==> src/rtl/fpca_pkg.sv <==
// ----------------------------------------------------------------------------
// fpca_pkg
// Types and constants shared by the fit-policy cell allocator and its checker.
// ----------------------------------------------------------------------------
`timescale 1ns / 1ps

package fpca_pkg;

    localparam int CELL_COUNT_DEF = 1024;

    // register file: one register, fit_policy, at byte address 0
    localparam int PADDR_W = 3;
    localparam logic [PADDR_W-3:0] REG_FIT_POLICY = '0;

    localparam logic KIND_ALLOC = 1'b0;
    localparam logic KIND_FREE  = 1'b1;

    typedef enum logic [1:0] {
        CELL_FREE = 2'd0,
        CELL_USED = 2'd1,
        CELL_END  = 2'd2
    } cell_t;

    typedef enum logic [1:0] {
        POL_FIRST = 2'd0,
        POL_NEXT  = 2'd1,
        POL_BEST  = 2'd2,
        POL_WORST = 2'd3
    } pol_t;

    typedef enum logic [2:0] {
        ST_CLEAR,
        ST_IDLE,
        ST_FETCH,
        ST_SCAN,
        ST_MARK,
        ST_WALK,
        ST_DONE
    } state_t;

    typedef struct packed {
        logic       kind;
        logic [9:0] request_size;
        logic [9:0] free_address;
    } req_t;

    typedef struct packed {
        logic       granted;
        logic [9:0] block_start;
    } rsp_t;

endpackage

==> src/rtl/fit_policy_cell_allocator_top.sv <==
// ----------------------------------------------------------------------------
// fit_policy_cell_allocator_top
// Cell map allocator with first, next, best and worst fit search.
// ----------------------------------------------------------------------------
// Request channel (req_valid/req_stall/req) takes one item at a time: an
// allocate of request_size+1 contiguous cells, or a free from free_address
// up to the next end-of-block cell. Each item gives one result item on the
// rsp channel (granted, block_start). The user must set fit_policy over the
// APB port only while the block is idle; the block does not enforce this.
// All work goes through one cell map RAM (one read, one write port) under a
// small sequencer, so timing follows the number of cells touched:
//   allocate: fetch, scan, mark and done states; the scan runs from the
//             start cell to the end of the map (first/next fit stop at the
//             first fitting run), at most CELL_COUNT+1 cells, and marking
//             writes request_size+1 cells.
//   free:     fetch, then a walk that clears cells, then done.
// req_stall is high from acceptance until the result is loaded into the
// output register. A held result (rsp_stall high) does not block a new item
// from being accepted; it only delays the finish of that item.
// After reset the map is cleared one cell a cycle with req_stall high;
// configuration writes are taken throughout.
// ----------------------------------------------------------------------------
`timescale 1ns / 1ps

module fit_policy_cell_allocator_top
    import fpca_pkg::*;
#(
    parameter int CELL_COUNT = CELL_COUNT_DEF
)
(
    input  logic               clk,
    input  logic               rst_n,
    input  logic               psel,
    input  logic               penable,
    input  logic               pwrite,
    input  logic [PADDR_W-1:0] paddr,
    input  logic [31:0]        pwdata,
    output logic [31:0]        prdata,
    output logic               pready,
    input  logic               req_valid,
    output logic               req_stall,
    input  req_t               req,
    output logic               rsp_valid,
    input  logic               rsp_stall,
    output rsp_t               rsp
);

    localparam int IDX_W = $clog2(CELL_COUNT);
    localparam int CNT_W = $clog2(CELL_COUNT + 1);
    localparam int CMP_W = (CNT_W > 11) ? CNT_W : 11;
    localparam logic [CNT_W-1:0] CNT_LAST = CNT_W'(CELL_COUNT - 1);
    localparam logic [CNT_W-1:0] CNT_END  = CNT_W'(CELL_COUNT);

    // control
    state_t            state_reg, state_next;
    pol_t              pol_reg;
    logic [IDX_W-1:0]  cursor_reg, cursor_next;
    logic [CNT_W-1:0]  idx_reg, idx_next;
    logic              rsp_valid_reg, rsp_valid_next;

    // payload / datapath
    logic              kind_reg, kind_next;
    logic [10:0]       need_reg, need_next;
    logic [10:0]       left_reg, left_next;
    logic [IDX_W-1:0]  run_start_reg, run_start_next;
    logic [CNT_W-1:0]  run_len_reg, run_len_next;
    logic [IDX_W-1:0]  pick_start_reg, pick_start_next;
    logic [CNT_W-1:0]  pick_len_reg, pick_len_next;
    logic              found_reg, found_next;
    logic              granted_reg, granted_next;
    logic [9:0]        start_reg, start_next;
    rsp_t              rsp_reg, rsp_next;

    // cell map
    logic [1:0]        mem [CELL_COUNT];
    logic [1:0]        rd_data_reg;
    logic              mem_we;
    logic [IDX_W-1:0]  mem_waddr, mem_raddr;
    cell_t             mem_wdata;

    logic              cfg_wr;
    logic              at_end, cell_free, fits, better, load_rsp;
    logic [CNT_W-1:0]  idx_inc;

    // ---------------- configuration ----------------
    assign pready = 1'b1;
    assign cfg_wr = psel && penable && pwrite;

    always_ff @(posedge clk or negedge rst_n)
    begin
        if (!rst_n)
        begin
            pol_reg <= POL_FIRST;
        end
        else if (cfg_wr && paddr[PADDR_W-1:2] == REG_FIT_POLICY)
        begin
            pol_reg <= pol_t'(pwdata[1:0]);
        end
    end

    always_comb
    begin
        prdata = '0;
        if (paddr[PADDR_W-1:2] == REG_FIT_POLICY)
        begin
            prdata = {30'd0, pol_reg};
        end
    end

    // ---------------- cell map RAM ----------------
    always_ff @(posedge clk)
    begin
        if (mem_we)
        begin
            mem[mem_waddr] <= mem_wdata;
        end
        rd_data_reg <= mem[mem_raddr];
    end

    // ---------------- sequencer ----------------
    assign idx_inc   = idx_reg + CNT_W'(1);
    assign at_end    = (idx_reg == CNT_END);
    assign cell_free = !at_end && (rd_data_reg == CELL_FREE);
    assign fits      = CMP_W'(run_len_reg) >= CMP_W'(need_reg);
    assign better    = !found_reg
                    || (pol_reg == POL_BEST  && run_len_reg < pick_len_reg)
                    || (pol_reg == POL_WORST && run_len_reg > pick_len_reg);
    assign load_rsp  = (state_reg == ST_DONE) && (!rsp_valid_reg || !rsp_stall);

    always_comb
    begin
        state_next      = state_reg;
        cursor_next     = cursor_reg;
        idx_next        = idx_reg;
        kind_next       = kind_reg;
        need_next       = need_reg;
        left_next       = left_reg;
        run_start_next  = run_start_reg;
        run_len_next    = run_len_reg;
        pick_start_next = pick_start_reg;
        pick_len_next   = pick_len_reg;
        found_next      = found_reg;
        granted_next    = granted_reg;
        start_next      = start_reg;
        rsp_next        = rsp_reg;
        rsp_valid_next  = rsp_valid_reg;
        mem_we          = 1'b0;
        mem_waddr       = idx_reg[IDX_W-1:0];
        mem_wdata       = CELL_FREE;
        mem_raddr       = idx_reg[IDX_W-1:0];

        if (rsp_valid_reg && !rsp_stall)
        begin
            rsp_valid_next = 1'b0;
        end

        case (state_reg)
            ST_CLEAR:
            begin
                mem_we   = 1'b1;
                idx_next = idx_inc;
                if (idx_reg == CNT_LAST)
                begin
                    state_next = ST_IDLE;
                end
            end

            ST_IDLE:
            begin
                if (req_valid)
                begin
                    kind_next    = req.kind;
                    need_next    = {1'b0, req.request_size} + 11'd1;
                    run_len_next = '0;
                    found_next   = 1'b0;
                    start_next   = '0;
                    if (req.kind == KIND_ALLOC)
                    begin
                        idx_next   = (pol_reg == POL_NEXT) ? CNT_W'(cursor_reg) : '0;
                        state_next = ST_FETCH;
                    end
                    else if (CMP_W'(req.free_address) < CMP_W'(CELL_COUNT))
                    begin
                        idx_next   = CNT_W'(req.free_address);
                        state_next = ST_FETCH;
                    end
                    else
                    begin
                        // address beyond the map: nothing to clear
                        granted_next = 1'b0;
                        state_next   = ST_DONE;
                    end
                end
            end

            ST_FETCH:
            begin
                state_next = (kind_reg == KIND_ALLOC) ? ST_SCAN : ST_WALK;
            end

            ST_SCAN:
            begin
                // read one cell ahead; position CELL_COUNT closes the last run
                mem_raddr = (idx_inc < CNT_END) ? idx_inc[IDX_W-1:0] : '0;
                idx_next  = idx_inc;
                if (cell_free)
                begin
                    if (run_len_reg == '0)
                    begin
                        run_start_next = idx_reg[IDX_W-1:0];
                    end
                    run_len_next = run_len_reg + CNT_W'(1);
                end
                else
                begin
                    run_len_next = '0;
                    if (fits && (pol_reg == POL_FIRST || pol_reg == POL_NEXT))
                    begin
                        pick_start_next = run_start_reg;
                        idx_next        = CNT_W'(run_start_reg);
                        left_next       = need_reg;
                        state_next      = ST_MARK;
                    end
                    else
                    begin
                        if (fits && better)
                        begin
                            pick_start_next = run_start_reg;
                            pick_len_next   = run_len_reg;
                            found_next      = 1'b1;
                        end
                        if (at_end)
                        begin
                            if (found_next)
                            begin
                                idx_next   = CNT_W'(pick_start_next);
                                left_next  = need_reg;
                                state_next = ST_MARK;
                            end
                            else
                            begin
                                granted_next = 1'b0;
                                state_next   = ST_DONE;
                            end
                        end
                    end
                end
            end

            ST_MARK:
            begin
                mem_we    = 1'b1;
                mem_wdata = (left_reg == 11'd1) ? CELL_END : CELL_USED;
                idx_next  = idx_inc;
                left_next = left_reg - 11'd1;
                if (left_reg == 11'd1)
                begin
                    if (pol_reg == POL_NEXT)
                    begin
                        cursor_next = idx_reg[IDX_W-1:0];
                    end
                    granted_next = 1'b1;
                    start_next   = 10'(pick_start_reg);
                    state_next   = ST_DONE;
                end
            end

            ST_WALK:
            begin
                mem_we = 1'b1;
                if (rd_data_reg == CELL_END || idx_reg == CNT_LAST)
                begin
                    granted_next = 1'b1;
                    state_next   = ST_DONE;
                end
                else
                begin
                    idx_next  = idx_inc;
                    mem_raddr = idx_inc[IDX_W-1:0];
                end
            end

            ST_DONE:
            begin
                if (load_rsp)
                begin
                    rsp_next.granted     = granted_reg;
                    rsp_next.block_start = start_reg;
                    rsp_valid_next       = 1'b1;
                    state_next           = ST_IDLE;
                end
            end

            default:
            begin
                state_next = ST_IDLE;
            end
        endcase
    end

    always_ff @(posedge clk or negedge rst_n)
    begin
        if (!rst_n)
        begin
            state_reg     <= ST_CLEAR;
            cursor_reg    <= '0;
            idx_reg       <= '0;
            rsp_valid_reg <= 1'b0;
        end
        else
        begin
            state_reg     <= state_next;
            cursor_reg    <= cursor_next;
            idx_reg       <= idx_next;
            rsp_valid_reg <= rsp_valid_next;
        end
    end

    always_ff @(posedge clk)
    begin
        kind_reg       <= kind_next;
        need_reg       <= need_next;
        left_reg       <= left_next;
        run_start_reg  <= run_start_next;
        run_len_reg    <= run_len_next;
        pick_start_reg <= pick_start_next;
        pick_len_reg   <= pick_len_next;
        found_reg      <= found_next;
        granted_reg    <= granted_next;
        start_reg      <= start_next;
        rsp_reg        <= rsp_next;
    end

    assign req_stall = (state_reg != ST_IDLE);
    assign rsp_valid = rsp_valid_reg;
    assign rsp       = rsp_reg;

endmodule

==> config.mk <==
export PLATFORM = sky130hd
export DESIGN_NAME = fit_policy_cell_allocator_top
export DESIGN_NICKNAME = d
export VERILOG_FILES = /design/src/rtl/fpca_pkg.sv /design/src/rtl/fit_policy_cell_allocator_top.sv
export SDC_FILE = /design/constraint.sdc
export NUM_CORES = 2
export LEC_CHECK = 0
export ABC_AREA = 1
export BUFFER_PORTS_ARGS = -buffer_cell sky130_fd_sc_hd__buf_2
export CORE_ASPECT_RATIO = 0.75
export CORE_MARGIN = 2
export CORE_UTILIZATION = 45
export DETAILED_ROUTE_END_ITERATION = 8
export GPL_ROUTABILITY_DRIVEN = 0
export PLACE_DENSITY = 0.73
export REMOVE_ABC_BUFFERS = 1
export SETUP_SLACK_MARGIN = 0.1
export SKIP_LAST_GASP = 1
export SLEW_MARGIN = 20
export SYNTH_ARGS = -nofsm -noshare
export SYNTH_HDL_FRONTEND = slang
export SYNTH_SLANG_ARGS = --single-unit
==> constraint.sdc <==
create_clock -name clk -period 29.1 [get_ports clk]
set_input_delay 5.82 -clock clk [delete_from_list [all_inputs] [get_ports clk]]
set_output_delay 5.82 -clock clk [all_outputs]
set_load 0.005 [all_outputs]
Yosys cells after proc, flatten, opt, wreduce, memory -nomap -nowiden
Memory sizes are Yosys's and may differ from the RTL's. A register that Yosys moved wholly into a read port is not among the register bits.
Cells that the tools add are included.

cells by class
  add/subtract/negate cells = 4
  order comparisons = 4
  eq/ne operators = 26
  mux-type cells = 60
  bitwise operators = 3
  reduce and logical (&&, ||, !) cells = 43

operator list
  cell                   count
  $mux 11                12
  $mux 10                8
  $pmux 11 s2            2
  $pmux 11 s4            1
  $pmux 10 s2            2
  $mux 3                 9
  $add 11x1->11 const B  2
  $pmux 3 s7             1
  $ne 2x2->1 const B     10
  $mux 1                 19
  $reduce_and 7->1       2
  $reduce_and 3->1       4
  $reduce_and 4->1       3
  $add 10x1->11 const B  1
  $eq 11x1->1 const B    1
  $eq 11x10->1 const B   1
  $eq 11x11->1 const B   1
  $ge 11x11->1           1
  $gt 11x11->1           1
  $logic_not 11->1       1
  $lt 11x11->1           1
  $lt 11x11->1 const B   1
  $sub 11x1->11 const B  1
  $logic_and 1x1->1      10
  other kinds (21)       45

word-level totals
  flip-flop bits (word level) = 115
  RAM bits = 2,048
  memories = 1

memories
  memory  depth  bits a word  read ports  clocked after Yosys merged registers in  write ports  RTL line                             source
  mem     1,024  2            1           1                                        1            fit_policy_cell_allocator_top.sv:75  logic [1:0] mem [CELL_COUNT];

Logic depth before layout (Yosys ltp)
  depth after elaboration = 14
  gate-level depth with buffers = 24
  mapped depth without buffers = 22

Least setup slack after synthesis
OpenSTA, ideal clock, no wires.

  kind = reg2reg
  from = register state_reg[1]
  to = register start_reg[0], enable pin
  arrival time = 29,636 ps
  data required time = 26,883 ps
  setup slack = -2,753 ps
  stages on the path, launching flop included = 7
  buffers on the path = 0
  clock period less this slack = 31,853 ps
  path through = dfrtp_1 -> inv_2 -> nand2_1 -> nor2_1 -> clkinv_1 -> nor2_1 -> a211oi_1

between the ends
  longest elaborated chain between the ends = 3
  elaborated cells between the ends (all ways) = 6

RTL lines
  element                                                    RTL line                              source
  start: declaration                                         fit_policy_cell_allocator_top.sv:55   state_t state_reg, state_next;
  start signal: assignment                                   fit_policy_cell_allocator_top.sv:312  state_reg <= state_next;
  $eq 3x3->1 or $eq 3x1->1 (tied branches)                   fit_policy_cell_allocator_top.sv:157  case (state_reg)
  $ne 2x2->1 (no line) or $reduce_bool 2->1 (tied branches)  --
  $reduce_and 3->1 (no line) *                               --
  end signal: assignment                                     fit_policy_cell_allocator_top.sv:330  start_reg <= start_next;
  end: declaration                                           fit_policy_cell_allocator_top.sv:71   logic [9:0] start_reg, start_next;

Every way passes the cells marked *; elsewhere a longest branch is shown, timed or not.
A chain may end at the register's enable or synchronous reset.

Worst setup path after layout
  from = input paddr[2]
  to = output prdata[1]

between the ends
  longest elaborated chain between the ends = 1

RTL lines
  element             RTL line                              source
  start: declaration  fit_policy_cell_allocator_top.sv:36   input logic [PADDR_W-1:0] paddr,
  $mux 2              fit_policy_cell_allocator_top.sv:104  if (paddr[PADDR_W-1:2] == REG_FIT_POLICY)
  end: declaration    fit_policy_cell_allocator_top.sv:38   output logic [31:0] prdata,

No other way between the ends.

==> results.md <==
| Parameter | This run |
|:---|:---|
| Setup crit start kind | primary input |
| Count of H-tree levels built during CTS | 4 |
| Average detailed-routed wire length per instance | 21.77 um |
| Aggregate global-route resource usage | 23.12% |
| First DRT Iteration DRCs | 10.23k |
| Number of antenna violations at the first check in global routing | 9 |
| Leakage power | 38.97 nW |
| Horizontal die dimension | 542.3 um |
| Storage element area | 0.06486 mm^2 |
| Synthesized area per cell | 10.41 um^2 |
| Post-Route Skew | 0.05463 ns |
| Crit end category | output pin |
| HPWL after DPL | 133100 um |
| Kind of cell adding the most delay to the critical path | buffers and inverters |
| Number of search-and-repair iterations in the first detailed-routing pass | 9 |
| Max transition margin | 19.32% |
| Count of buffers from port buffering | 45 |
| Main combinational cell family by area after synthesis | simple AND/OR/NAND/NOR gates |
| Global-route wire length before repair | 390200 um |
| Synth Area in Compound Gates | 3.838% |
| Clock tree root driver cell | sky130_fd_sc_hd__clkbuf_16 |
| Maximum ir drop on the vdd rail | 170.4 uV |
| Total setup violations reported at the end of the flow | 0 |
| Sequential share of the synthesized area | 66.31% |
| Simple-gate portion of the synthesized area | 22.31% |
| Post-route design area | 0.1059 mm^2 |
| Delay contributed by the slowest stage of the critical path | 0.12 ns |
| Via count normalized by instance count | 5.762 |
| Hold violation total from the final report | 0 |
| Synthesized area | 0.09780 mm^2 |
| Largest register FFs | 2048 |
| Maximum number of pins on one net before global-route repair | 254 |
| Via Count | 69.29k |
| Post-CTS sizing | 0 |
| Largest register by flop count | mem |
| Overall die area | 0.2211 mm^2 |
| Total of flip-flops plus latches after synthesis | 2165 |
| Hold buffer count at cts | 0 |
| Maximum clock frequency | 0.08353 GHz |
| Worst hold slack | 0.4405 ns |
| Multiplexer share of the synthesized area | 0% |
| Max Cap Violations | 0 |
| Multi-input combinational cell area | 0.02678 mm^2 |
| Number of different library cells in the post-synthesis netlist | 42 |
| Top cell by count, worst path | sky130_fd_sc_hd__buf_2 |
| Xor/xnor cell area share of the yosys netlist | 0.2060% |
| Setup repair after global routing missed its margin | false |
| Actual transition at the worst max-transition pin | 1.210 ns |
| Number of buffers added for setup after CTS | 0 |
| Core box area | 0.2165 mm^2 |
| Via count of the first global-routing pass | 66.25k |
| Cell Area, Placed | 0.09971 mm^2 |
| Effective utilization at floorplan | 45.18% |
| Clock Pin Slew Worst Setup and Hold Paths | 0.07 ns |
| Post-synthesis adder-cell area fraction | 0.3966% |
| Critical setup path kind | in -> out |
| Shortest period the worst path allows | 11.97 ns |
| Number of nets in the final layout | 9130 |
| Number of warning messages in the yosys log | 0 |
| TritonCTS clock tree | done |
| Final antenna-violating net count | 0 |
| Clock latency at the later pin of the worst-skew pair | 0.85 ns |
| Drt drc | 0 |
| Total number of clock tree sinks | 2165 |
| Pins over their slew limit | 0 |
| Worst path bufs/invs | 2 |
| Largest driver fanout on the critical path | 3 |
| Power density normalized to cell area | 102.6 mW/mm^2 |
| Slowest-stage cell, CP | sky130_fd_sc_hd__buf_2 |
| Final period utilization | 41.14% |
| Gate count of the mapped netlist | 9394 |
| CP Cell Sequence | buf_2, nor2_1, buf_2 |
| Number of filler cells placed in the layout | 18.74k |
| Total routed wirelength | 261800 um |
| Remaining Overflow, GRT | 0 |
| Num CTS Buffers | 197 |
| Run status | finished, final reports clean |
| Class of the worst hold path | reg -> reg |
| Ratio of cells with drive above 1 in the final layout | 5.308% |
| Number of placement rows | 148 |
| Highest-count cells in the layout ignoring fill and taps | sky130_fd_sc_hd__edfxtp_1 (2136), sky130_fd_sc_hd__nand2_1 (1948), sky130_fd_sc_hd__nand3_1 (1458), sky130_fd_sc_hd__nor2_1 (1096), sky130_fd_sc_hd__inv_1 (890) |
| CP Data Required Time | 23.28 ns |
| Height of the die | 407.7 um |
| Layout overhead on the synthesized area | 8.227% |
| Clock Path Buffers | 4 |
| Critical path data arrival time | 6.15 ns |
| Number of primary I/O pins | 109 |
| Most common cell after layout, fill and taps aside | sky130_fd_sc_hd__edfxtp_1 |
[synthesized netlist by cell type]
master | number | area share [%]
sky130_fd_sc_hd__nand2_2 | 2 | 0.013
sky130_fd_sc_hd__o21ai_0 | 119 | 0.61
sky130_fd_sc_hd__nor2_2 | 1 | 0.0064
sky130_fd_sc_hd__nand2_4 | 3 | 0.035
sky130_fd_sc_hd__dfrtp_1 | 27 | 0.69
sky130_fd_sc_hd__a21oi_1 | 105 | 0.54
sky130_fd_sc_hd__nand3_1 | 1480 | 7.6
sky130_fd_sc_hd__ha_1 | 31 | 0.40
sky130_fd_sc_hd__nor4_1 | 5 | 0.032
sky130_fd_sc_hd__clkbuf_1 | 324 | 1.2
sky130_fd_sc_hd__a21boi_0 | 2 | 0.015
sky130_fd_sc_hd__nor2_1 | 1101 | 4.2
sky130_fd_sc_hd__inv_4 | 1 | 0.0064
sky130_fd_sc_hd__nand3b_1 | 341 | 2.6
sky130_fd_sc_hd__o211ai_1 | 294 | 2.3
sky130_fd_sc_hd__o2111ai_1 | 1 | 0.0090
sky130_fd_sc_hd__nand2_1 | 1981 | 7.6
sky130_fd_sc_hd__buf_8 | 1 | 0.015
sky130_fd_sc_hd__a21o_1 | 2 | 0.015
sky130_fd_sc_hd__nand4_1 | 7 | 0.045
sky130_fd_sc_hd__clkinv_1 | 5 | 0.019
sky130_fd_sc_hd__o21ai_2 | 1 | 0.0090
sky130_fd_sc_hd__buf_2 | 248 | 1.3
sky130_fd_sc_hd__o21ai_1 | 26 | 0.13
sky130_fd_sc_hd__xnor2_1 | 3 | 0.027
sky130_fd_sc_hd__a211oi_1 | 1 | 0.0077
sky130_fd_sc_hd__buf_6 | 5 | 0.058
sky130_fd_sc_hd__edfxtp_1 | 2136 | 66
sky130_fd_sc_hd__buf_1 | 77 | 0.30
sky130_fd_sc_hd__a31oi_1 | 14 | 0.090
sky130_fd_sc_hd__a41o_1 | 1 | 0.010
sky130_fd_sc_hd__xor2_1 | 20 | 0.18
sky130_fd_sc_hd__o211a_1 | 1 | 0.010
sky130_fd_sc_hd__conb_1 | 2 | 0.0077
sky130_fd_sc_hd__inv_1 | 892 | 3.4
sky130_fd_sc_hd__o21a_1 | 11 | 0.084
sky130_fd_sc_hd__dfxtp_1 | 2 | 0.041
sky130_fd_sc_hd__buf_4 | 73 | 0.56
sky130_fd_sc_hd__nor3_1 | 29 | 0.15
sky130_fd_sc_hd__inv_2 | 9 | 0.035
sky130_fd_sc_hd__nor3b_1 | 2 | 0.015
sky130_fd_sc_hd__o22ai_1 | 8 | 0.051
[path summary, 6_finish.rpt]
check	to	slack [ns]	cells after the start	from
worst max-delay path	prdata[1]	17.13	3	paddr[2]
worst max register to register	rd_data_reg[1]	21.12	24	idx_reg[0]
worst min-delay path	rsp[3]	0.44	0	start_reg[3]
worst min register to register	rsp[3]	0.44	0	start_reg[3]
min in group asynchronous	rsp_valid	5.02	1	rst_n
max in group asynchronous	cursor_reg[5]	23.60	1	rst_n
[cells by family after synthesis]
family,count (synthesis)
compound gates,586
xor+xnor,23
fa+ha+maj,31
buf+inv,1635
flops,2165
other cells,2
simple gates,4952
[worst reg2reg max path: stages (launching register included)]
cell and delay, ns:
sky130_fd_sc_hd__dfrtp_1 0.57, sky130_fd_sc_hd__ha_1 0.28, sky130_fd_sc_hd__nand2_1 0.14, sky130_fd_sc_hd__nor2_2 0.17, sky130_fd_sc_hd__nand3_1 0.18, sky130_fd_sc_hd__nand3_1 0.17, sky130_fd_sc_hd__nand2_2 0.15, sky130_fd_sc_hd__nand2_8 0.57
sky130_fd_sc_hd__nand2_8 0.55, sky130_fd_sc_hd__clkinv_8 0.69, sky130_fd_sc_hd__buf_4 0.83, sky130_fd_sc_hd__buf_4 0.99, sky130_fd_sc_hd__buf_4 0.82, sky130_fd_sc_hd__nand2_1 0.13, sky130_fd_sc_hd__nand2_1 0.08, sky130_fd_sc_hd__nand2_1 0.05
sky130_fd_sc_hd__nand3_1 0.11, sky130_fd_sc_hd__nand3_1 0.12, sky130_fd_sc_hd__nand3_1 0.15, sky130_fd_sc_hd__nand3_1 0.28, sky130_fd_sc_hd__nand3_1 0.26, sky130_fd_sc_hd__nand3_1 0.20, sky130_fd_sc_hd__nand3_1 0.25, sky130_fd_sc_hd__nand3_1 0.10
sky130_fd_sc_hd__nand2_1 0.08
[routing by layer]
layer / wire length (um) / up-vias / GRT usage, %
met5: 11 / - / 0
met4: 10390 / 2 / 8.708
met3: 34030 / 654 / 5.027
met2: 116100 / 3989 / 35.92
met1: 101200 / 33506 / 31.81
li1: - / 31139 / -
[cell type report]
class | instances | share of cell area (%)
inverter | 907 | 3.248
clock buffer | 240 | 4.889
multi-input combinational | 5623 | 25.30
timing repair buffer | 142 | 1.069
sequential | 2165 | 61.27
clock inverter | 98 | 0.8546
antenna | 1 | 0.002364
tap | 2850 | 3.369
[power by group]
| group | total [mW] | switching, mW | internal (mW) |
|---|---|---|---|
| sequential | 3.62 | 0.0473 | 3.57 |
| combinational | 4.71 | 3.49 | 1.23 |
| clock | 2.53 | 1.13 | 1.39 |
[metrics by stage]
step           util (%)   TNS, ns  setup WS (ns)  std cells  total power [mW]
2_1_floorplan         -  -2317.55         -4.689       8695             7.463
5_1_grt           48.90         0          17.10      12025             11.38
6_report          48.90         0          17.13      12026             10.86
3_5_place_dp      46.06         0          17.13      11686             8.254
4_1_cts           48.87         0          17.13      12024             10.76
3_3_place_gp      46.04         0          17.15      11686             8.128
(Power assumes the default switching activity.)
